==> src/hw/rtl/hcsp_pkg.sv <==
// ----------------------------------------------------------------------------
// hcsp_pkg
// Shared constants, types and helpers for the hex color string parser.
// ----------------------------------------------------------------------------
package hcsp_pkg;

  localparam int unsigned MAX_DIGITS = 12;
  localparam int unsigned CHAR_W     = 8;
  localparam int unsigned NIB_W      = 4;
  localparam int unsigned CNT_W      = 4;
  localparam int unsigned CHAN_W     = 16;
  localparam int unsigned OUT_W      = 3 * CHAN_W;

  localparam logic [CHAR_W-1:0] HASH_CHAR  = 8'h23;
  localparam logic [CHAR_W-1:0] DIGIT_BIT  = 8'h10;
  localparam logic [CHAR_W-1:0] LOWER_BIT  = 8'h20;
  localparam logic [CHAR_W-1:0] ZERO_CHAR  = 8'h30;
  localparam logic [CHAR_W-1:0] A_CHAR     = 8'h61;
  localparam logic [CHAR_W-1:0] A_VALUE    = 8'd10;

  localparam logic [CNT_W-1:0] CNT_MAX  = 4'd12;
  localparam logic [CNT_W-1:0] CNT_OVER = 4'd13;
  localparam logic [CNT_W-1:0] LEN_1    = 4'd3;
  localparam logic [CNT_W-1:0] LEN_2    = 4'd6;
  localparam logic [CNT_W-1:0] LEN_3    = 4'd9;
  localparam logic [CNT_W-1:0] LEN_4    = 4'd12;

  typedef logic [NIB_W-1:0] nib_t;
  typedef nib_t [MAX_DIGITS-1:0] store_t;

  typedef struct packed {
    logic [CHAN_W-1:0] blue;
    logic [CHAN_W-1:0] green;
    logic [CHAN_W-1:0] red;
  } color_t;

  function automatic nib_t to_nibble(input logic [CHAR_W-1:0] c);
    logic [CHAR_W-1:0] v;
    if ((c & DIGIT_BIT) != '0) begin
      v = c - ZERO_CHAR;
    end else begin
      v = (c | LOWER_BIT) - A_CHAR + A_VALUE;
    end
    return v[NIB_W-1:0];
  endfunction

endpackage

==> src/hw/rtl/hex_color_string_parser.sv <==
// ----------------------------------------------------------------------------
// hex_color_string_parser
// Parses a hex color string, one character per word, into 16-bit RGB.
// ----------------------------------------------------------------------------
// Takes one character per clock cycle while in_tready is high. A leading '#' is skipped;
// up to twelve digit nibbles are held in flip-flops. The word carrying tlast
// produces one result word, registered, on the cycle after it is accepted.
// Throughput is one character per cycle, limited only by the single output
// register: in_tready drops only while a result is held and not taken.
// tdata: red [15:0], green [31:16], blue [47:32]; tuser: bad_length.
module hex_color_string_parser (
  input  logic                       clk,
  input  logic                       rst_n,
  input  logic                       in_tvalid,
  output logic                       in_tready,
  input  logic [hcsp_pkg::CHAR_W-1:0] in_tdata,   // [7:0] character
  input  logic                       in_tlast,    // last_char
  output logic                       out_tvalid,
  input  logic                       out_tready,
  output logic [hcsp_pkg::OUT_W-1:0] out_tdata,   // [15:0] red, [31:16] green, [47:32] blue
  output logic                       out_tuser    // [0] bad_length
);

  logic [hcsp_pkg::CNT_W-1:0] count_r, count_nxt;
  logic                       hash_r, hash_nxt;
  hcsp_pkg::store_t           store_r, store_nxt;
  logic                       out_valid_r, out_valid_nxt;
  hcsp_pkg::color_t           color_r, color_nxt;
  logic                       bad_r, bad_nxt;
  logic                       accept;
  logic                       skip_hash;
  hcsp_pkg::nib_t             nib;

  assign in_tready = !out_valid_r || out_tready;
  assign accept    = in_tvalid && in_tready;
  assign skip_hash = (count_r == '0) && !hash_r && (in_tdata == hcsp_pkg::HASH_CHAR);
  assign nib       = hcsp_pkg::to_nibble(in_tdata);

  always_comb begin
    count_nxt = count_r;
    hash_nxt  = hash_r;
    store_nxt = store_r;
    if (skip_hash) begin
      hash_nxt = 1'b1;
    end else if (count_r < hcsp_pkg::CNT_MAX) begin
      for (int i = 0; i < hcsp_pkg::MAX_DIGITS; i++) begin
        if (count_r == hcsp_pkg::CNT_W'(i)) begin
          store_nxt[i] = nib;
        end
      end
      count_nxt = count_r + 1'b1;
    end else begin
      count_nxt = hcsp_pkg::CNT_OVER;
    end
  end

  always_comb begin
    color_nxt = '0;
    bad_nxt   = 1'b0;
    unique case (count_nxt)
      hcsp_pkg::LEN_1: begin
        color_nxt.red   = {4{store_nxt[0]}};
        color_nxt.green = {4{store_nxt[1]}};
        color_nxt.blue  = {4{store_nxt[2]}};
      end
      hcsp_pkg::LEN_2: begin
        color_nxt.red   = {2{store_nxt[0], store_nxt[1]}};
        color_nxt.green = {2{store_nxt[2], store_nxt[3]}};
        color_nxt.blue  = {2{store_nxt[4], store_nxt[5]}};
      end
      hcsp_pkg::LEN_3: begin
        color_nxt.red   = {store_nxt[0], store_nxt[1], store_nxt[2], store_nxt[0]};
        color_nxt.green = {store_nxt[3], store_nxt[4], store_nxt[5], store_nxt[3]};
        color_nxt.blue  = {store_nxt[6], store_nxt[7], store_nxt[8], store_nxt[6]};
      end
      hcsp_pkg::LEN_4: begin
        color_nxt.red   = {store_nxt[0], store_nxt[1], store_nxt[2], store_nxt[3]};
        color_nxt.green = {store_nxt[4], store_nxt[5], store_nxt[6], store_nxt[7]};
        color_nxt.blue  = {store_nxt[8], store_nxt[9], store_nxt[10], store_nxt[11]};
      end
      default: begin
        bad_nxt = 1'b1;
      end
    endcase
  end

  assign out_valid_nxt = (accept && in_tlast) || (out_valid_r && !out_tready);

  always_ff @(posedge clk) begin
    if (!rst_n) begin
      count_r     <= '0;
      hash_r      <= 1'b0;
      out_valid_r <= 1'b0;
    end else begin
      out_valid_r <= out_valid_nxt;
      if (accept) begin
        // restart the string after its last character
        count_r <= in_tlast ? '0 : count_nxt;
        hash_r  <= in_tlast ? 1'b0 : hash_nxt;
      end
    end
  end

  always_ff @(posedge clk) begin
    if (accept) begin
      store_r <= store_nxt;
    end
    if (accept && in_tlast) begin
      color_r <= color_nxt;
      bad_r   <= bad_nxt;
    end
  end

  assign out_tvalid = out_valid_r;
  assign out_tdata  = color_r;
  assign out_tuser  = bad_r;

endmodule

==> config.mk <==
export PLATFORM = sky130hd
export DESIGN_NAME = hex_color_string_parser
export DESIGN_NICKNAME = d
export VERILOG_FILES = /design/src/hw/rtl/hcsp_pkg.sv /design/src/hw/rtl/hex_color_string_parser.sv
export SDC_FILE = /design/constraint.sdc
export NUM_CORES = 1
export LEC_CHECK = 0
export BUFFER_PORTS_ARGS = -buffer_cell sky130_fd_sc_hd__buf_2
export CAP_MARGIN = 20
export CORE_MARGIN = 4
export CORE_UTILIZATION = 58
export DETAILED_ROUTE_END_ITERATION = 16
export PLACE_DENSITY = 0.87
export SYNTH_ARGS = -nofsm -noshare
export SYNTH_HDL_FRONTEND = slang
export SYNTH_SLANG_ARGS = --single-unit
==> constraint.sdc <==
create_clock -name clk -period 4.8 [get_ports clk]
set_clock_uncertainty 0.15 [all_clocks]
set_input_delay 0.96 -clock clk [delete_from_list [all_inputs] [get_ports clk]]
set_output_delay 0.96 -clock clk [all_outputs]
set_load 0.005 [all_outputs]
==> Word level (Yosys, flattened, before mapping) <==
Cells that the tools add are included.
{ "totals": {"wordCells": 76, "memories": 0, "in_bits": 13, "ramBits": 0, "out_inout_bits": 51, "regBits": 103, "latch_bits": 0, "romBits": 0} }
{ "op_classes": {"n_eq_ne": 16, "mux": 22, "order_cmp": 1, "n_div": 0, "mul": 0, "bitwise_logic": 0, "add_sub_neg": 4, "n_shift": 0, "reduce_logical": 14} }
{ "op_table": {"columns": ["op", "n"], "rows": [
  ["48-bit one-hot mux with 4 select lines", 1],
  ["48-bit two-way mux", 2],
  ["4-bit two-way mux", 16],
  ["4-bit equality test, second input constant", 6],
  ["4-bit by 3-bit equality test with 1-bit output, second input constant", 5],
  ["4-bit by 2-bit equality test with 1-bit output, second input constant", 3],
  ["8-bit by 6-bit equality test with 1-bit output, second input constant", 1],
  ["4-bit by 1-bit subtractor with 4-bit output, second input constant", 2],
  ["1-bit logical AND", 5],
  ["4-bit by 1-bit adder with 4-bit output, second input constant", 1],
  ["4-bit adder, second input constant", 1],
  ["4-bit by 1-bit equality test with 1-bit output, second input constant", 1],
  ["4-bit logical NOT", 1],
  ["4-bit less-than comparator, second input constant", 1],
  ["4-bit OR reduction", 1],
  ["1-bit logical NOT", 3],
  ["1-bit two-way mux", 3],
  ["1-bit logical OR", 2],
  ["2-bit AND reduction", 1],
  ["2-bit nonzero test", 1]
]} }

==> Longest topological paths before layout <==
Gate-level depths: netlist of run 1.
{ "depth": {"depth_word": 7, "depth_mapped": 10, "depth_no_buf": 7} }

==> Worst setup path after synthesis of run 1 <==
OpenSTA, ideal clock, no wires.
{ "synth_path": {"path_kind": "input to register", "startpoint": "in out_tready", "endpoint": "reg color_r (netlist bit out_tdata[0]), enable pin", "required_ns": 4.247, "slack_ns": 0.805, "arrival_time_ns": 3.442, "cell_stages": 5, "cell_sequence": "nand2b_1 -> nand2_1 -> inv_1 -> nand2_1 -> inv_1"} }
{ "synth_via": {"elab_chain_cells": 3} }
{ "synth_lines": {"columns": ["item", "line_no", "source"], "rows": [
  ["from (decl)", "hex_color_string_parser.sv:19", "input logic out_tready,"],
  ["1-bit logical OR", "hex_color_string_parser.sv:34", "assign in_tready = !out_valid_r || out_tready;"],
  ["1-bit logical AND", "hex_color_string_parser.sv:35", "assign accept = in_tvalid && in_tready;"],
  ["via accept", "hex_color_string_parser.sv:30", "logic accept;"],
  ["1-bit logical AND", "hex_color_string_parser.sv:108", "if (accept && in_tlast) begin"],
  ["to (signal assigned)", "hex_color_string_parser.sv:109", "color_r <= color_nxt;"],
  ["to (decl)", "hex_color_string_parser.sv:28", "hcsp_pkg::color_t color_r, color_nxt;"]
]} }
The timed path passes the listed nets, and every way through them passes these cells.
A chain may end at the register's enable or synchronous reset.

==> results of run 1 <==
critical path, stage by stage, from the launching register on:
cell and delay, ps:
dfxtp_1 580, inv_1 150, ha_1 430, nand2b_1 100, a2bb2oi_1 750, nor3b_2 340, buf_4 290, nor3_2 250
o22ai_1 160
metal layers:
| layer | share of wire, % | vias to the layer above | track usage, % |
|---|---|---|---|
| met3 | 11 | 39 | 3.60 |
| met1 | 38 | 1819 | 32.9 |
| met4 | 3.0 | 0 | 10.3 |
| met2 | 49 | 297 | 38.8 |
| met5 | 0 | - | 0 |
| li1 | - | 1755 | - |
final cells by class:
class                           count  share of cell area [%]
Inverter                           17                    1.14
Timing Repair Buffer               72                    6.81
Multi-Input combinational cell    286                    32.7
Clock inverter                      6                   0.802
Sequential cell                   103                    54.0
Tap cell                          105                    2.34
Clock buffer                       10                    2.27
state kept, by name (all words and copies together), names as in the netlist:
register    count
store_r        48
out_tvalid      1
out_tdata      48
hash_r          1
out_tuser       1
count_r         4
how the worst max path moves through the flow:
stage | endpoint | slack (ps) | depth (start not counted)
floorplan | out_tdata[0] | 810 | 5
global placement | out_tdata[11] | 1310 | 8
detailed placement | out_tdata[10] | 1220 | 8
CTS | out_tdata[10] | 1470 | 8
global route | out_tdata[10] | 1290 | 8
finish | out_tdata[10] | 1330 | 8
power breakdown:
part	switching [mW]	leakage, nW	internal [mW]
Clock	0.306	0.0741	0.190
Combinational	0.155	1.08	0.0743
Sequential	0.0162	0.988	1.05
metrics by stage:
stage	cells	area, um2
after CTS	599	5620
after detailed placement	583	5450
after global placement	583	5450
after global routing	599	5620
after floorplan	424	5010
final	599	5620
logic make-up after synthesis:
group                      after synthesis  share of synthesized area (%)
muxes                                   17                           3.77
AOI/OAI and AO/OA                      124                           16.7
buffers and inverters                   35                           3.00
adders and majority gates                5                           1.25
xor gates and xnor gates                 6                           1.05
DFF                                    103                           60.5
and+or+nand+nor                        134                           13.7
cells in the final DEF (no fill, tap or decap), types with 2 or more instances in the layout:
| cell | n |
|---|---|
| o22a_1 | 2 |
| nand2b_1 | 6 |
| o21ai_1 | 4 |
| nor2b_1 | 5 |
| mux2i_1 | 4 |
| inv_1 | 16 |
| xor2_1 | 3 |
| clkinvlp_4 | 4 |
| o211ai_1 | 8 |
| clkbuf_8 | 9 |
| nand2_1 | 59 |
| a31oi_1 | 4 |
| buf_2 | 63 |
| edfxtp_1 | 97 |
| xnor2_1 | 3 |
| buf_4 | 9 |
| o21ai_0 | 49 |
| nor3b_1 | 2 |
| nand3_1 | 19 |
| a21oi_1 | 7 |
| a22oi_1 | 23 |
| o2bb2ai_1 | 2 |
| dfxtp_1 | 6 |
| nand3b_1 | 10 |
| nor2_1 | 16 |
| o22ai_1 | 5 |
| ha_1 | 5 |
| o311ai_2 | 2 |
| or2_2 | 2 |
| a32oi_1 | 7 |
| nand4_1 | 3 |
| mux2_2 | 12 |
==> results.toml, run 1 <==
[status]
outcome = "finished, final reports clean"

[global_route]
grt_use_total_pct = 24.1
grt_pass1_wl_um = 18600
grt_pass1_vias = 3525
overflow = 0
antenna_found_initial = 0
grt_max_degree = 52

[synthesis]
yosys_register_bits = 103
synth.avg_cell_area_um2 = 11.8
ys_async_sr_fraction_pct = 0
mappedNetlistNets = 442
synth.most_common_cell = "edfxtp_1"
synth.yosys.warnings = 0
mappedNetlistArea_um2 = 5010
netlist_top_cells_count = "97 x edfxtp_1, 59 x nand2_1, 49 x o21ai_0, 23 x a22oi_1, 19 x nand3_1"
synth-edff-count = 97
synth_area_leader_cell = "edfxtp_1"
yosys-top-cells-area = "edfxtp_1 58%, o21ai_0 4.9%, nand2_1 4.4%, a22oi_1 3.4%, mux2_2 2.7%"
ys_dominant_reg_cell = "edfxtp_1"
synthDominantCellAreaShare_pct = 58.1
netlist_instances = 424
synth_cell_types = 55
synth_sequential_area_ratio_pct = 60.5

[sta]
maxSlewViolCount = 0
rsz_0062_raised_after_global_routing = "no"
max_freq_mhz = 288
min_period_ps = 3470
relSlewSlack_pct = 28.8
worst_slew_pin_slew_ps = 1040
final_hold_viol_count = 0
finalSetupViolCount = 0
holdWs_ps = 365
final_worst_path_period_share_pct = 72.3
totalNegativeSetupSlack_ps = 0
setup_slack_ps = 1330

[finish]
register_area_um2 = 3030
utilization_after_layout_pct = 67.7
design.final.nets = 507
area_delta_synth_final_pct = 12.1
fraction_of_layout_cells_with_a_size_suffix_above_1_pct = 23.1
antennaDiodeCount = 0
multiInputGateArea_um2 = 1840
layout.filler_cells = 572

[worst_setup_path]
required_time_at_the_worst_slack_endpoint_ps = 4760
crit_path_start = "count_r[0]"
reg2reg_slack_ps = 1330
worst_reg_to_reg_cells = 8
critical_path.reg2reg.endpoint = "out_tdata[10]"
timing.critical_path.from_type = "flop"
r2r_start = "count_r[0]"
category_of_the_critical_setup_timing_path = "flop to flop"
cp_data_arrival_time_ps = 3430
setup.worst_path.end_class = "flop"
crit_path_max_fanout = 16

[floorplan]
fp-row-count = 33
die_w_um = 101
fp.dieArea_um2 = 10200
ioPinCount = 64
die_height_um = 101
core_area_um2 = 8300
initial_utilization_pct = 60.4

[placement]
io_buffer_count = 63
pre_cts_ws_ps = 1220
gp_routability_congestion = 0.889
place.detailed.hpwl_um = 8460

[clock_network]
post_cts_hold_buffer_count = 0
cts-root-buf = "clkbuf_8"
cts.clk_slew.worst_paths_ps = 100
numClockSinks = 103
later_pin_clock_latency_in_the_skew_report_ps = 370
cts-htree-levels = 3
tritoncts = "done"
tritoncts.num_buffers = 9
clockBufferDepth = 2
postCtsSetupBuffers = 0
post_cts.resized_instances = 0

[routing]
remaining_drc_errors = 0
dr_total_vias = 3910
antenna_left = 0
routed_wl_um = 12100
via_per_inst = 6.53
drt-initial-drc-count = 679
detail_route.first_pass.iterations = 6
wire_per_inst_um = 20.2

[pwr]
pwr_density_cell_nw_per_um2 = 319
report.power.total_mw = 1.79
p_leak_nw = 2.14
max-vdd-ir-drop_uv = 173

[worst_hold_path]
hold_depth = 2
classification_of_the_worst_slack_hold_path = "flop to flop"
worstHoldEndpoint = "hash_r"
holdCritStartpoint = "hash_r"

[job]
max_cap_violations = 0
Note: power is estimated with default switching activity, not from simulation.
==> run 2, diff against run 1 <==
Settings changed: CORE_UTILIZATION 58 to 52, PLACE_DENSITY 0.87 to 0.83.
Clock period 4.8 ns to 3.1 ns, I/O delays scaled along.
==> run 2 against run 1 <==
Effect of this change: die area is 11% higher; critical path depth down 1; first-iteration DRC count shrank 14%; via count up 1.7%; routed wire length increased by 5.4%; clock power rose by 59%; critical path type unchanged.
==> results.toml, run 2 (synthesized netlist as in run 1, its figures left out) <==
[worst_setup_path]
worst_reg_to_reg_cells = 7
category_of_the_critical_setup_timing_path = "flop to flop"
reg2reg_slack_ps = 100
setup.worst_path.end_class = "flop"
timing.critical_path.from_type = "flop"
crit_path_max_fanout = 7
required_time_at_the_worst_slack_endpoint_ps = 3080
cp_data_arrival_time_ps = 2980

[floorplan]
fp.dieArea_um2 = 11300
fp-row-count = 35
initial_utilization_pct = 53.7
die_w_um = 106
core_area_um2 = 9330
ioPinCount = 64
die_height_um = 106

[routing]
wl_met1_um = 5000
detail_route.first_pass.iterations = 8
antenna_left = 0
dr_total_vias = 3976
highest_layer = "met4"
routed_wl_um = 12800
detail_route_met3_wl_um = 1180
via_per_inst = 6.19
remaining_drc_errors = 0
wire_per_inst_um = 19.9
met2RoutedLength_um = 6170
drt-initial-drc-count = 587

[sta]
setup_slack_ps = 95.8
finalSetupViolCount = 0
worst_slew_pin_slew_ps = 745
max_freq_mhz = 333
relSlewSlack_pct = 50.3
maxSlewViolCount = 0
min_period_ps = 3000
totalNegativeSetupSlack_ps = 0
final_worst_path_period_share_pct = 96.9
final_hold_viol_count = 0

[finish]
post_layout_nonfiller_instances = 642
multiInputGateArea_um2 = 1860
area_delta_synth_final_pct = 16.9
fraction_of_layout_cells_with_a_size_suffix_above_1_pct = 26.7
design.final.nets = 526
layout_commonest_cell = "edfxtp_1"
register_area_um2 = 3030
most-common-layout-cells = "97 x edfxtp_1, 63 x buf_2, 57 x nand2_1, 49 x o21ai_0, 26 x buf_4"
design_area_um2 = 5860
antennaDiodeCount = 0
layout.filler_cells = 714

[clock_network]
post_cts.resized_instances = 0
cts.clk_slew.worst_paths_ps = 110
tritoncts.num_buffers = 9
tritoncts = "done"
cts-htree-levels = 3
later_pin_clock_latency_in_the_skew_report_ps = 370
cts-root-buf = "clkbuf_8"
clockBufferDepth = 2
postCtsSetupBuffers = 0
numClockSinks = 103
post_cts_hold_buffer_count = 0

[job]
max_cap_violations = 0

[global_route]
overflow = 0
grt_max_degree = 52
antenna_found_initial = 0
grt_pass1_wl_um = 20400
grt_pass1_vias = 3906
grt_use_total_pct = 23.2

[placement]
numPlacedInstances = 626
io_buffer_count = 63
pre_cts_ws_ps = -3.43
place.detailed.hpwl_um = 8790
dpl-instance-area_um2 = 5660
gp_routability_congestion = 0.963

[worst_hold_path]
hold_depth = 2
classification_of_the_worst_slack_hold_path = "flop to flop"

[status]
outcome = "finished, final reports clean"

[pwr]
p_leak_nw = 2.27
max-vdd-ir-drop_uv = 200
pwr_density_cell_nw_per_um2 = 483
[run 2: area by class of cell]
| type | instances | share of cell area, % |
|---|---|---|
| inverters | 17 | 1.22 |
| multi-input cells | 286 | 31.8 |
| repair buffers | 91 | 9.40 |
| clock buffers | 9 | 2.12 |
| well taps | 129 | 2.76 |
| flip-flops and latches | 103 | 51.8 |
| clock inverters | 7 | 0.940 |
[run 2: path summary, 6_finish.rpt]
path | from | end
max | count_r[0] | out_tdata[40]
min reg2reg | hash_r | hash_r
max reg2reg | count_r[0] | out_tdata[40]
min | hash_r | hash_r
[run 2: critical path: stages (launching register included)]
cell      delay, ps
dfxtp_1         400
inv_1           130
ha_1            300
nand3b_1        360
o311ai_4        460
mux2_2          450
a32oi_1         250
a21bo_1         250
[run 2: per-stage QoR]
stage | utilization (%) | total power, mW | hold WS [ps]
after global placement | 60.7 | 2.04 | 331
final | 62.8 | 2.83 | 362
after global routing | 62.8 | 2.93 | 368
after floorplan | - | 1.89 | 310
after detailed placement | 60.7 | 2.05 | 337
after CTS | 62.6 | 2.82 | 362
[run 2: routing by layer]
layer  vias up  global-route usage, %
met5         -                      0
met4         0                   11.2
met3        39                   3.83
met2       247                   37.0
met1      1894                   30.9
li1       1796                      -
[run 2: power by group]
group,internal (mW),leakage [nW],switching (mW)
Sequential,1.63,0.988,0.0238
Combinational,0.135,1.19,0.250
Clock,0.303,0.0935,0.488
Total,2.06,2.27,0.762
